**config.mk**
```make
export PLATFORM = sky130hd
export DESIGN_NAME = lru_line_register_tag_store
export DESIGN_NICKNAME = d
export VERILOG_FILES = /design/src/design/lrt_pkg.sv /design/src/design/lrt_ctrl.sv /design/src/design/lrt_datapath.sv /design/src/design/lru_line_register_tag_store.sv
export SDC_FILE = /design/constraint.sdc
export NUM_CORES = 1
export LEC_CHECK = 0
export ABC_AREA = 1
export BUFFER_PORTS_ARGS = -buffer_cell sky130_fd_sc_hd__clkbuf_2
export CAP_MARGIN = 20
export CORE_MARGIN = 2
export CORE_UTILIZATION = 40
export CTS_CLUSTER_SIZE = 30
export DETAILED_ROUTE_END_ITERATION = 10
export SYNTH_ARGS = -nofsm -noshare
export SYNTH_HDL_FRONTEND = slang
export SYNTH_SLANG_ARGS = --single-unit
```
**constraint.sdc**
```tcl
create_clock -name clk -period 12.8 [get_ports clk]
set_input_delay 3.84 -clock clk [delete_from_list [all_inputs] [get_ports clk]]
set_output_delay 3.84 -clock clk [all_outputs]
set_load 0.01 [all_outputs]
```
**src/design/lrt_pkg.sv**
```systemverilog
// ----------------------------------------------------------------------------
// lrt_pkg
// Shared constants and types for the LRU line register tag store.
// ----------------------------------------------------------------------------
package lrt_pkg;

	// Geometry
	localparam int SLOTS    = 8;
	localparam int TAG_BITS = 40;
	localparam int ADDR_W   = 40;
	localparam int SLOT_W   = (SLOTS > 1) ? $clog2(SLOTS) : 1;
	localparam int AGE_W    = SLOT_W;
	localparam int OUT_SLOT_W = 3;

	// Oldest age a slot can have
	localparam logic [AGE_W-1:0] AGE_MAX = AGE_W'(SLOTS - 1);

	// Request function codes
	localparam logic FUNC_READ  = 1'b0;
	localparam logic FUNC_WRITE = 1'b1;

	// Outcome codes
	typedef enum logic [1:0] {
		OUT_HIT     = 2'd0,
		OUT_MISS    = 2'd1,
		OUT_NO_SLOT = 2'd2
	} outcome_t;

	// Controller to datapath commands
	typedef struct packed {
		logic capture;  // latch the request on its transfer
		logic update;   // look up, update slot state, load result
	} lrt_cmd_t;

endpackage

```
**src/design/lrt_ctrl.sv**
```systemverilog
// ----------------------------------------------------------------------------
// lrt_ctrl
// Two-state controller: takes a request, then runs the lookup/update in ST_LOOKUP.
// ----------------------------------------------------------------------------
module lrt_ctrl (
	input  logic              clk,
	input  logic              arst_n,
	input  logic              start,
	output logic              busy,
	output logic              done,
	output lrt_pkg::lrt_cmd_t cmd
);

	typedef enum logic {
		ST_IDLE,
		ST_LOOKUP
	} state_t;

	state_t state_q;
	logic   busy_q;
	logic   done_q;

	// Commands to the datapath
	always_comb begin
		cmd.capture = (state_q == ST_IDLE) && start;
		cmd.update  = (state_q == ST_LOOKUP);
	end

	// State and registered outputs
	always_ff @(posedge clk or negedge arst_n) begin
		if (!arst_n) begin
			state_q <= ST_IDLE;
			busy_q  <= 1'b0;
			done_q  <= 1'b0;
		end else begin
			case (state_q)
				ST_IDLE: begin
					done_q <= 1'b0;
					if (start) begin
						state_q <= ST_LOOKUP;
						busy_q  <= 1'b1;
					end
				end
				ST_LOOKUP: begin
					state_q <= ST_IDLE;
					busy_q  <= 1'b0;
					done_q  <= 1'b1;
				end
				default: begin
					state_q <= ST_IDLE;
					busy_q  <= 1'b0;
					done_q  <= 1'b0;
				end
			endcase
		end
	end

	assign busy = busy_q;
	assign done = done_q;

endmodule

```
**src/design/lrt_datapath.sv**
```systemverilog
// ----------------------------------------------------------------------------
// lrt_datapath
// Slot registers, parallel tag compare, victim pick, age update, result regs.
// ----------------------------------------------------------------------------
module lrt_datapath (
	input  logic                                  clk,
	input  logic                                  arst_n,
	input  lrt_pkg::lrt_cmd_t                     cmd,
	input  logic                                  func,
	input  logic [lrt_pkg::ADDR_W-1:0]            line_addr,
	output logic [1:0]                            outcome,
	output logic [lrt_pkg::OUT_SLOT_W-1:0]        slot,
	output logic                                  evict_valid,
	output logic [lrt_pkg::ADDR_W-1:0]            evict_line_addr,
	output logic                                  fill_valid
);

	localparam int N  = lrt_pkg::SLOTS;
	localparam int SW = lrt_pkg::SLOT_W;
	localparam int AW = lrt_pkg::AGE_W;
	localparam int TW = lrt_pkg::TAG_BITS;

	// Captured request
	logic          req_func_q;
	logic [TW-1:0] req_tag_q;

	// Slot state
	logic [N-1:0]  valid_q;
	logic [N-1:0]  dirty_q;
	logic [TW-1:0] tag_q [N];
	logic [AW-1:0] age_q [N];

	// Result registers
	logic [1:0]                        outcome_q;
	logic [lrt_pkg::OUT_SLOT_W-1:0]    slot_q;
	logic                              evict_valid_q;
	logic [lrt_pkg::ADDR_W-1:0]        evict_addr_q;
	logic                              fill_valid_q;

	// Lookup signals
	logic [N-1:0]  hit_vec;
	logic [N-1:0]  inv_vec;
	logic [N-1:0]  max_vec;
	logic [SW-1:0] hit_idx;
	logic [SW-1:0] inv_idx;
	logic [SW-1:0] max_idx;
	logic          any_hit;
	logic          any_inv;
	logic          any_max;
	logic          no_slot;
	logic          is_write;
	logic          do_young;
	logic [SW-1:0] sel;
	logic [AW-1:0] ref_age;
	logic [N-1:0]  valid_nxt;
	logic          victim_dirty;

	// Request capture on transfer
	always_ff @(posedge clk) begin
		if (cmd.capture) begin
			req_func_q <= func;
			req_tag_q  <= TW'(line_addr);
		end
	end

	// Per-slot match flags
	always_comb begin
		for (int i = 0; i < N; i++) begin
			hit_vec[i] = valid_q[i] && (tag_q[i] == req_tag_q);
			inv_vec[i] = !valid_q[i];
			max_vec[i] = (age_q[i] == lrt_pkg::AGE_MAX);
		end
	end

	// Lowest-index priority encoders
	always_comb begin
		hit_idx = '0;
		inv_idx = '0;
		max_idx = '0;
		for (int i = N - 1; i >= 0; i--) begin
			if (hit_vec[i]) hit_idx = SW'(i);
			if (inv_vec[i]) inv_idx = SW'(i);
			if (max_vec[i]) max_idx = SW'(i);
		end
	end

	// Slot selection and ageing reference
	always_comb begin
		any_hit  = |hit_vec;
		any_inv  = |inv_vec;
		any_max  = |max_vec;
		no_slot  = !any_hit && !any_inv && !any_max;
		is_write = (req_func_q == lrt_pkg::FUNC_WRITE);
		do_young = any_hit || is_write;
		if (any_hit) begin
			sel = hit_idx;
		end else if (any_inv) begin
			sel = inv_idx;
		end else begin
			sel = max_idx;
		end
		ref_age   = any_hit ? age_q[hit_idx] : lrt_pkg::AGE_MAX;
		valid_nxt = valid_q;
		valid_nxt[sel] = 1'b1;
		// an invalid victim is clean, so only a max-age victim can write back
		victim_dirty = !any_hit && !any_inv && dirty_q[sel];
	end

	// Valid, dirty and age state
	always_ff @(posedge clk or negedge arst_n) begin
		if (!arst_n) begin
			valid_q <= '0;
			dirty_q <= '0;
			for (int i = 0; i < N; i++) begin
				age_q[i] <= '0;
			end
		end else if (cmd.update && !no_slot) begin
			valid_q <= valid_nxt;
			dirty_q[sel] <= any_hit ? (dirty_q[sel] || is_write) : is_write;
			for (int i = 0; i < N; i++) begin
				if (do_young) begin
					if (SW'(i) == sel) begin
						age_q[i] <= '0;
					end else if (valid_nxt[i] && (age_q[i] < ref_age)) begin
						age_q[i] <= age_q[i] + AW'(1);
					end
				end else if ((SW'(i) == sel) && any_inv) begin
					// read miss into an empty slot parks at oldest age
					age_q[i] <= lrt_pkg::AGE_MAX;
				end
			end
		end
	end

	// Tag storage: new tag on a miss
	always_ff @(posedge clk) begin
		if (cmd.update && !no_slot && !any_hit) begin
			tag_q[sel] <= req_tag_q;
		end
	end

	// Result registers
	always_ff @(posedge clk) begin
		if (cmd.update) begin
			if (no_slot) begin
				outcome_q     <= lrt_pkg::OUT_NO_SLOT;
				slot_q        <= '0;
				evict_valid_q <= 1'b0;
				evict_addr_q  <= '0;
				fill_valid_q  <= 1'b0;
			end else begin
				outcome_q     <= any_hit ? lrt_pkg::OUT_HIT : lrt_pkg::OUT_MISS;
				slot_q        <= lrt_pkg::OUT_SLOT_W'(sel);
				evict_valid_q <= victim_dirty;
				evict_addr_q  <= victim_dirty ? lrt_pkg::ADDR_W'(tag_q[sel]) : '0;
				fill_valid_q  <= !any_hit && !is_write;
			end
		end
	end

	assign outcome         = outcome_q;
	assign slot            = slot_q;
	assign evict_valid     = evict_valid_q;
	assign evict_line_addr = evict_addr_q;
	assign fill_valid      = fill_valid_q;

endmodule

```
**src/design/lru_line_register_tag_store.sv**
```systemverilog
// ----------------------------------------------------------------------------
// lru_line_register_tag_store
// Fully associative LRU write-back tag store over a small set of line regs.
// ----------------------------------------------------------------------------
// Result strobe (done) is registered and set with the result registers as ST_LOOKUP ends.
// A new request is taken only in ST_IDLE; busy is high for the lookup
//   cycle, in which tag compare, victim pick and age update run over all slots.
// The receiver cannot stall: done is high for one cycle only; results hold until the next lookup.
// Reset (arst_n low): all slots invalid, clean, age zero; no pending request.
// ----------------------------------------------------------------------------
module lru_line_register_tag_store (
	input  logic                               clk,
	input  logic                               arst_n,
	input  logic                               start,
	output logic                               busy,
	input  logic                               func,
	input  logic [lrt_pkg::ADDR_W-1:0]         line_addr,
	output logic                               done,
	output logic [1:0]                         outcome,
	output logic [lrt_pkg::OUT_SLOT_W-1:0]     slot,
	output logic                               evict_valid,
	output logic [lrt_pkg::ADDR_W-1:0]         evict_line_addr,
	output logic                               fill_valid
);

	lrt_pkg::lrt_cmd_t cmd;

	// Sequencer
	lrt_ctrl u_ctrl (
		.clk    (clk),
		.arst_n (arst_n),
		.start  (start),
		.busy   (busy),
		.done   (done),
		.cmd    (cmd)
	);

	// Slot array and result registers
	lrt_datapath u_datapath (
		.clk             (clk),
		.arst_n          (arst_n),
		.cmd             (cmd),
		.func            (func),
		.line_addr       (line_addr),
		.outcome         (outcome),
		.slot            (slot),
		.evict_valid     (evict_valid),
		.evict_line_addr (evict_line_addr),
		.fill_valid      (fill_valid)
	);

endmodule
```
=== Word level (Yosys, flattened, before mapping) ===
Memory sizes are Yosys's and may differ from the RTL's. A register that Yosys moved wholly into a read port is not among the register bits.
Index checks and enable logic that the tools add are counted.

* Add/sub/neg operators: 8
* Equality and inequality tests: 32
* Order comparisons: 11
* Reductions and logical operators: 68
* Bitwise operators: 4
* Multiplexer cells: 76

{| class="wikitable"
|+ Operators with widths
! operator !! count
|-
| $eq A40 B40 Y1 || 8
|-
| $mux W3 || 61
|-
| $logic_and A1 B1 Y1 || 32
|-
| $add A3 B1 Y3 const B || 8
|-
| $eq A3 B3 Y1 const B || 8
|-
| $lt A3 B3 Y1 || 8
|-
| $ne A3 B3 Y1 const B || 8
|-
| $reduce_and A3 Y1 || 8
|-
| $reduce_or A8 Y1 || 3
|-
| $reduce_bool A2 Y1 || 8
|-
| $logic_not A1 Y1 || 13
|-
| $eq A3 B3 Y1 const A || 4
|-
| $bmux W3 S3 || 1
|-
| $bwmux W8 || 1
|-
| $mux W1 || 8
|-
| $or A8 B8 Y8 || 1
|-
| $eq A2 B3 Y1 const A || 2
|-
| $pmux W1 S2 || 3
|-
| $ge A4 B4 Y1 const B || 1
|-
| $lt A3 B4 Y1 const B || 1
|-
| $not A3 Y4 || 1
|-
| $bmux W1 S3 || 1
|-
| $demux W1 S3 || 1
|-
| $eq A1 B3 Y1 const A || 1
|-
| other kinds (6) || 8
|}

* Flip-flop bits (word level): 91
* Memories: 1
* RAM bits: 320
* Bits of input ports: 44

{| class="wikitable"
|+ Memories
! name !! words !! width !! rd ports !! clocked after Yosys merged registers in !! wr ports !! line !! source
|-
| u_datapath.tag_q || 8 || 40 || 9 || 1 || 1 || lrt_datapath.sv:30 || <nowiki>logic [TW-1:0] tag_q [N];</nowiki>
|}

=== Depth between registers and ports, before layout ===
Gate-level depths: netlist of the first run.
An unclocked memory read counts as a cell.

* Word-level depth: 21
* Depth in mapped cells: 32

=== By module ===
From an unflattened synthesis of the first run, not the netlist that was laid out.

* Cells, all modules: 2914
* Area, all modules: 24984.0 µm²

{| class="wikitable"
|+ By module, submodules not included
! module !! seq. area each (µm²) !! instances !! cells each !! area each (µm²)
|-
| lrt_datapath || 13252.7 || 1 || 2905 || 24880.1
|-
| lrt_ctrl || 75.1 || 1 || 9 || 103.8
|}

=== Worst setup path before layout of the first run ===
Ideal clock, no wire load.

* Path type: input-to-reg
* From: input port start
* To: register u_datapath.req_func_q (netlist: u_datapath.is_write), enable pin
* Path buffers: 0
* Arrival: 5.644 ns
* Path slack: 6.714 ns
* Data required time: 12.358 ns
* Stages: 2
* Setup time: 0.442 ns
* Cell sequence: inv_1 > nor2_1

{| class="wikitable"
|+ RTL lines
! item !! line !! source
|-
| from (decl) || lru_line_register_tag_store.sv:14 || <nowiki>input logic start,</nowiki>
|-
| to (signal assigned) || lrt_datapath.sv:61 || <nowiki>req_func_q <= func;</nowiki>
|-
| to (decl) || lrt_datapath.sv:24 || <nowiki>logic req_func_q;</nowiki>
|}

=== Final worst setup path of the first run ===
* From: register u_datapath.req_tag_q[1]
* To: register u_datapath.evict_addr_q (netlist bit u_datapath.evict_line_addr[2]) (read register of u_datapath.tag_q) (data pin)

* Longest elaborated chain between the ends: 16
* Elaborated cells between the ends (all ways): 34
* Those cells by class: 8 x eq/ne; 11 x mux; 1 x bitwise; 14 x reduce/logical

{| class="wikitable"
|+ Ends and longest elaborated chain
! item !! line !! source
|-
| from (decl) || lrt_datapath.sv:25 || <nowiki>logic [TW-1:0] req_tag_q;</nowiki>
|-
| from (signal assigned) || lrt_datapath.sv:62 || <nowiki>req_tag_q <= TW'(line_addr);</nowiki>
|-
| $eq A40 B40 Y1 || lrt_datapath.sv:69 || <nowiki>hit_vec[i] = valid_q[i] && (tag_q[i] == req_tag_q);</nowiki>
|-
| $logic_and A1 B1 Y1 || lrt_datapath.sv:69 ||
|-
| $mux W3 (8 in a row) || lrt_datapath.sv:81 || <nowiki>if (hit_vec[i]) hit_idx = SW'(i);</nowiki>
|-
| $mux W3 || lrt_datapath.sv:95 || <nowiki>if (any_hit) begin</nowiki>
|-
| $bmux W1 S3 || lrt_datapath.sv:106 || <nowiki>victim_dirty = !any_hit && !any_inv && dirty_q[sel];</nowiki>
|-
| $mux W1 (implied by the code) || lrt_datapath.sv:106 ||
|-
| $logic_and A1 B1 Y1 || lrt_datapath.sv:106 ||
|-
| $not A1 Y1 (no source line) || -- ||
|-
| $reduce_or A2 Y1 (no source line) || -- ||
|-
| to (decl) || lrt_datapath.sv:37 || <nowiki>logic [lrt_pkg::ADDR_W-1:0] evict_addr_q;</nowiki>
|}

Parallel ways exist; a longest one is shown, timed or not. The select of a mux whose other input is x is not followed.
A chain may end at the register's enable or synchronous reset.

==> results of run 1 <==
logic make-up (layout without fill, tap and decap cells):
family | after synthesis | in the layout | share of synthesized area
and+or+nand+nor | 1541 | 1541 | 0.268
buffers and inverters | 482 | 595 | 0.0772
DFF | 451 | 451 | 0.529
AOI/OAI and AO/OA | 357 | 357 | 0.0869
xor gates and xnor gates | 89 | 89 | 0.0310
adders and majority gates | 16 | 16 | 0.00795
other | 0 | 1 | 0
layout make-up:
type,instances,area (µm²),area share
Clock buffer,60,1340,0.0476
Antenna cell,1,2.50,0.0000889
Sequential cell,451,13300,0.473
Tap cell,837,1050,0.0372
Timing Repair Buffer,127,733,0.0260
Clock inverter,35,319,0.0113
Multi-Input combinational cell,2003,9990,0.355
Inverter,373,1400,0.0498
power by group through the flow:
stage,sequential (µW),combinational (µW),clock [µW]
after floorplan,2240,2600,0
after global placement,2340,4400,0
after detailed placement,2340,4420,0
after CTS,2320,4430,1500
after global routing,2360,4750,1550
final,2340,4630,1500
routing by layer:
metal	wire length [µm]	track usage	up-vias
met2	58800	0.631	2069
met5	61	0	-
met4	10900	0.267	10
met1	54400	0.582	11886
met3	19700	0.136	404
li1	-	-	10214
cells in the final DEF (no fill, tap or decap), types with 52 or more instances in the layout:
cell type	instances
o22ai_1	77
xnor2_1	53
nand2_1	705
nor3_1	74
nand4_1	86
clkbuf_16	52
inv_1	326
nand3_1	289
nor2_1	286
clkbuf_2	92
o21ai_0	111
edfxtp_1	408
path summary, 6_finish.rpt:
path	slack [ps]	start	cells after the start	endpoint
hold / removal	490	u_datapath.dirty_q[7]	2	u_datapath.dirty_q[7]
hold reg to reg	490	u_datapath.dirty_q[7]	2	u_datapath.dirty_q[7]
min in group asynchronous	3090	arst_n	1	u_datapath.dirty_q[3]
max in group asynchronous	9200	arst_n	2	u_datapath.age_q[20]
setup / recovery	4850	u_datapath.req_tag_q[1]	21	u_datapath.evict_line_addr[2]
setup reg to reg	4850	u_datapath.req_tag_q[1]	21	u_datapath.evict_line_addr[2]
state kept, by name, summed over array words and instances (netlist names):
register and flops:
u_ctrl.done 1, u_datapath.valid_q 8, u_ctrl.busy 1, u_datapath.is_write 1
u_datapath.req_tag_q 40, u_ctrl.state_q 1, u_datapath.evict_line_addr 40, u_datapath.outcome 2
u_datapath.evict_valid 1, u_datapath.age_q 24, u_datapath.tag_q 320, u_datapath.dirty_q 8
u_datapath.slot 3, u_datapath.fill_valid 1
worst reg2reg max path: stages, from the launching register on:
cell and delay (ps):
edfxtp_1 1150, inv_2 260, nand2_1 390, o21ai_0 160, inv_1 200, nand4_1 170
nor4_1 850, nand4_1 440, nand2_2 320, nand2_2 190, nand2_4 340, inv_4 330
buf_4 440, nand2_2 170, buf_4 720, o22ai_1 250, nor2_1 130, nand2_1 80
nand2_1 70, nand3_2 460, buf_4 460, nor2_1 220
synthesized netlist by cell type, types with 3 or more instances:
cell type	n
a211oi_1	4
a21oi_1	36
a221oi_1	5
a31oi_1	26
and3_1	3
buf_1	6
buf_2	51
buf_4	16
clkbuf_1	35
clkinv_1	3
dfrtp_1	43
edfxtp_1	408
ha_1	16
inv_1	326
inv_2	43
nand2_1	707
nand2_2	7
nand3_1	289
nand3b_1	10
nand4_1	86
nor2_1	295
nor3_1	74
nor3b_1	12
nor4_1	25
o2111ai_1	22
o211ai_1	8
o21ai_0	111
o21ai_1	36
o21ai_2	4
o221ai_1	18
o22ai_1	77
or2_0	3
or2_1	11
or2_2	3
xnor2_1	53
xor2_1	36
per-stage QoR:
stage	total power, µW	std cells	hold WS (ps)
floorplan	4840	2936	441
global placement	6740	3789	460
detailed placement	6760	3789	470
CTS	8250	3884	490
global route	8660	3887	521
finish	8470	3887	492
==> metrics.md, run 1 <==
| Metric | Value |
|---|---|
| Post-layout util | 0.455 |
| Largest net degree at the start of global routing | 55 |
| RD Place Congestion | 1.20 |
| Max Cap Violations | 0 |
| Period Utilization, post-route | 0.621 |
| Starting Density | 0.407 |
| Die Y | between 200 and 300 µm |
| Layout Nets | roughly 3.1k |
| CP Cell Sequence | inv_2, nand2_1, o21ai_0, inv_1, nand4_1, nor4_1, nand4_1, nand2_2, nand2_2, nand2_4, inv_4, buf_4, nand2_2, buf_4, o22ai_1, nor2_1, nand2_1, nand2_1, nand3_2, buf_4, nor2_1 |
| Worst-Margin Slew | 1370 ps |
| Layout cells sized above 1 | 0.0941 |
| Antenna Violating Nets Remaining | 0 |
| Via density | 6.32 |
| Final hold violations | 0 |
| Clock buffer depth | 3 |
| Status | finished, final reports clean |
| Number of global-route vias before repair | 22.3k |
| Die Area | 0.0650 mm² |
| Mean Syn Cell Area | 8.58 µm² |
| Buffers on Ports | 92 |
| Final setup violating endpoints | 0 |
| Clock root buffer | clkbuf_16 |
| Seq/Total Area, Yosys | 0.529 |
| Cell area after layout | between 0.02 and 0.03 mm² |
| Fmax achieved | between 0.1 and 0.15 GHz |
| Clk pwr share | 0.177 |
| H-tree Lvls | 2 |
| Clock transition at the registers of the reported paths | 70 ps |
| Max_slew headroom | 0.0851 |
| Core Box Area | 0.0619 mm² |
| Crit path required time | roughly 13000 ps |
| CP endpoint kind | flip-flop |
| Worst path arrival time | 8420 ps |
| Primary FF master, synth | edfxtp_1 |
| Max IR drop VDD | 0.240 mV |
| DRC | 0 |
| Area grow syn2layout | 11.8% |
| Worst path slowest cell | edfxtp_1 |
| Int Power | 3960 µW |
| Clock Sinks | 451 |
| Routed length per instance | 37.0 µm |
| Net Sw Frac | 0.533 |
| Post-DP HPWL | 110000 µm |
| Slowest stage delay, CP | approximately 1200 ps |
| Hold WC Path Type | flip-flop to flip-flop |
| Seq pwr share | 0.276 |
| Row count | 91 |
| Fillers | approximately 6.2k |
| Setup TNS Final | 0 ps |
| Leakage power | 0.0117 µW |
| RSZ-0062 raised after global routing | false |
| Yosys cell types | 57 |
| Num CTS Buffers | 51 |
| Crit path buffers/inverters | 6 |
| Post-Synthesis Net Count | 2996 |
| GRT overflow | 0 |
| Async SR Flop Fraction | 0.0953 |
| Place WS | 5360 ps |
| #FFs+latches synth | 451 |
| Top cell type's share of synthesized area | 0.486 |
| Final WL | 144000 µm |
| Crit path kind | flip-flop to flip-flop |
| EDFF count, synth | between 400 and 500 |
| Fin Clk Skew | 39.9 ps |
| First-pass GRT wire length | 191000 µm |
| Post-CTS setup buffers | 0 |
| CTS tree | built |
| Worst setup SP type | flip-flop |
| Clock period minus worst slack | 7950 ps |
| Max Fanout on Critical Path | 52 |
| PD cells | between 300 and 400 mW/mm² |
| Ports | 93 |
| Combinational power share | 0.546 |
| Synth area leader | edfxtp_1 |
| First drt pass iteration count | 6 |
| Setup ws final | just under 5000 ps |
| Drt initial violations | roughly 4.5k |
| Gr usage total | 0.440 |
| Die W | 255 µm |
| DR vias | 24.6k |
| Slew Limit Fails | 0 |
| Post-Syn Instances | ~3k |
| Initial antenna violation count | 13 |
| Crit path max-delay family | simple AND/OR/NAND/NOR gates |
| # resized after CTS | 0 |
| Ys Warns | 0 |
| Cell Area, Placed | 0.0265 mm² |
| Cts hold-fix bufs | 0 |
| Worst-skew pair later-pin latency | 650 ps |
| Mapped cell area | 0.0252 mm² |
| Switching power | 4510 µW |
| Main area contributors after synthesis | edfxtp_1, nand2_1, nand3_1 |
Note: power is estimated with default switching activity, not from simulation.
==> inputs of run 2 (changes only) <==
clock period = 8.03 ns   (was 12.8 ns; I/O delays follow)
==> run 2 against run 1 <==
Against the previous run: register-to-register slack got worse by 3300 ps; flip-flop and latch count stayed put; non-clock buffer count grew 27; final area increased by 1.8%; cell count increased by 0.98%; combinational power increased by 66%; hold slack improved by 4.0 ps; clock skew shrank 10 ps.
==> metrics.md, run 2 (synthesis results as in run 1) <==
| Metric | Value |
|---|---|
| Status | finished, final reports clean |
| # resized after CTS | 0 (unchanged) |
| Leakage power | 0.0119 µW (+2.0%) |
| Final WL | 150000 µm (+4.0%) |
| CP endpoint kind | flip-flop |
| Row count | 91 (unchanged) |
| H-tree Lvls | 2 (unchanged) |
| Fin Clk Skew | 29.9 ps (-10.0 ps) |
| DRC | 0 (unchanged) |
| Setup ws final | 1590 ps (-3260 ps) |
| Grt met3 use | 0.134 (-0.00122) |
| Power Total | 13900 µW (+64%) |
| Worst setup SP type | flip-flop |
| Buffers on Ports | 92 (unchanged) |
| Max IR drop VDD | 0.860 mV (+260%) |
| Core Box Area | 0.0619 mm² (unchanged) |
| Global Route met2 Usage | 0.658 (+0.0276) |
| Area grow syn2layout | 13.9% |
| DR vias | 25.4k (+3.2%) |
| Ports | 93 (unchanged) |
| Clock buffer depth | 3 (unchanged) |
| RSZ-0062 raised after global routing | false |
| Post-layout util | 0.463 (+0.00830) |
| CP Cell Sequence | inv_1, nand2_1, nand2_1, inv_1, nand2_1, nor2_1, nand2_1, nor2_1, nand2_1, o21ai_1, nor2_1, nand2_2, nor2_1, inv_1, nand2_1, o21ai_1, nand2_1, nand2_1, nand2_1, inv_1 |
| Die Y | 255 µm (unchanged) |
| First drt pass iteration count | 9 (+3) |
| Highest-count cells in the layout ignoring fill and taps | nand2_1, edfxtp_1, inv_1, nand3_1, nor2_1 |
| Layout cells sized above 1 | 0.106 (+0.0120) |
| Clock period minus worst slack | 6440 ps (-1510 ps) |
| Most common cell after layout, fill and taps aside | nand2_1 |
| First-pass GRT wire length | 199000 µm (+4.0%) |
| Period Utilization, post-route | 0.801 (+0.180) |
| Initial antenna violation count | 13 (unchanged) |
| Num CTS Buffers | 53 (+3.9%) |
| Clock root buffer | clkbuf_16 |
| Drt initial violations | 4882 (+7.5%) |
| Setup TNS Final | 0 ps (unchanged) |
| Clock transition at the registers of the reported paths | 60 ps (about the same) |
| Largest net degree at the start of global routing | 74 (+35%) |
| Largest Register | u_datapath.tag_q |
| Clock Sinks | 451 (unchanged) |
| Starting Density | 0.407 (unchanged) |
| Crit path kind | flip-flop to flip-flop |
| Post-DP HPWL | 115000 µm (+5.1%) |
| Cts hold-fix bufs | 0 (unchanged) |
| Met1 Use GR | 0.588 (+0.00554) |
| Layout Nets | 3096 (+0.95%) |
| RD Place Congestion | 1.13 (-5.7%) |
| Post-CTS setup buffers | 0 (unchanged) |
| Busiest layer in global routing | met2 |
| Max reg flops | 320 (unchanged) |
| Slowest stage delay, CP | 1000 ps (-150 ps) |
| CTS tree | built |
| Hold WC Path Type | flip-flop to flip-flop |
| Max_slew headroom | 0.137 (+0.0516) |
| Fmax achieved | 0.155 GHz (+24%) |
| Number of global-route vias before repair | 23.3k (+4.5%) |
| Final hold violations | 0 (unchanged) |
| Worst path slowest cell | nor2_1 |
| Antenna Violating Nets Remaining | 0 (unchanged) |
| Die Area | 0.0650 mm² (unchanged) |
| Die W | 255 µm (unchanged) |
| Routed length per instance | 38.1 µm (+3.0%) |
| Max Cap Violations | 0 (unchanged) |
| Gr usage total | 0.457 (+0.0175) |
| Max Fanout on Critical Path | 21 (-60%) |
| Via density | 6.46 (+2.2%) |
| Place WS | 1950 ps (-3410 ps) |
| Final hold slack | 496 ps (+3.98 ps) |
| Worst-skew pair later-pin latency | 650 ps (about the same) |
| Slew Limit Fails | 0 (unchanged) |
| Worst-Margin Slew | 1290 ps (-80.2 ps) |
| Final setup violating endpoints | 0 (unchanged) |
| GRT overflow | 0 (unchanged) |
| Crit path required time | 8570 ps (-4700 ps) |
| Fillers | 6075 (-1.8%) |
| PD cells | 486 mW/mm² (+62%) |
| Most frequent CP cell | nand2_1 |
| Worst path arrival time | 6970 ps (-1450 ps) |
==> run 2: changes by cell type in the layout (fill, tap and decap cells not counted), moves of 2 or more <==
cell and change:
clkinvlp_4 +5, clkinv_4 -4, buf_4 +12, buf_12 +13, clkinv_1 -5, clkinv_2 +5, clkbuf_1 -2, bufinv_16 +2
diode_2 +6
==> run 2: report_power, final <==
part | internal, µW | total (µW) | leakage (µW) | switching, µW
sequential | 3240 | 3700 | 0.00423 | 460
clock | 1440 | 2550 | 0.000860 | 1120
combinational | 1920 | 7670 | 0.00680 | 5760
total | 6600 | 13900 | 0.0119 | 7340
==> run 2: final cells by class <==
| cell class | count | area [µm²] | share of cell area |
|---|---|---|---|
| Antenna cell | 7 | 17.5 | 0.000611 |
| Clock buffer | 60 | 1370 | 0.0479 |
| Tap cell | 837 | 1050 | 0.0365 |
| Sequential cell | 451 | 13300 | 0.465 |
| Timing Repair Buffer | 154 | 1100 | 0.0384 |
| Multi-Input combinational cell | 2003 | 9990 | 0.348 |
| Inverter | 373 | 1400 | 0.0489 |
| Clock inverter | 40 | 412 | 0.0144 |
==> run 2: routing by layer <==
| layer | up-vias | share of wire |
|---|---|---|
| met5 | - | 0.00046 |
| met3 | 461 | 0.13 |
| met4 | 12 | 0.087 |
| met1 | 12332 | 0.37 |
| met2 | 2258 | 0.41 |
| li1 | 10299 | - |
==> run 2: worst paths after layout <==
| kind | from | to | slack [ps] | cells past startpoint |
|---|---|---|---|---|
| max in group asynchronous | arst_n | u_datapath.age_q[7] | 5750 | 2 |
| worst max register to register | u_datapath.req_tag_q[22] | u_datapath.age_q[21] | 1590 | 20 |
| worst min register to register | u_datapath.dirty_q[1] | u_datapath.dirty_q[1] | 500 | 2 |
| min in group asynchronous | arst_n | u_ctrl.done | 1860 | 2 |
| worst max-delay path | u_datapath.req_tag_q[22] | u_datapath.age_q[21] | 1590 | 20 |
| worst min-delay path | u_datapath.dirty_q[1] | u_datapath.dirty_q[1] | 500 | 2 |
==> run 2: critical path: cells and delay by family (launching register included) <==
family                 cells  cell delay [ps]
AOI/OAI and AO/OA          2              470
buffers and inverters      4             1430
DFF                        1              700
and+or+nand+nor           14             3680
==> run 2: stage by stage <==
step                      instance area [µm²]  cells
after global placement                  26900   3815
after global routing                    28700   3918
final                                   28700   3925
after CTS                               28700   3917
after detailed placement                26900   3817
after floorplan                         25200   2936
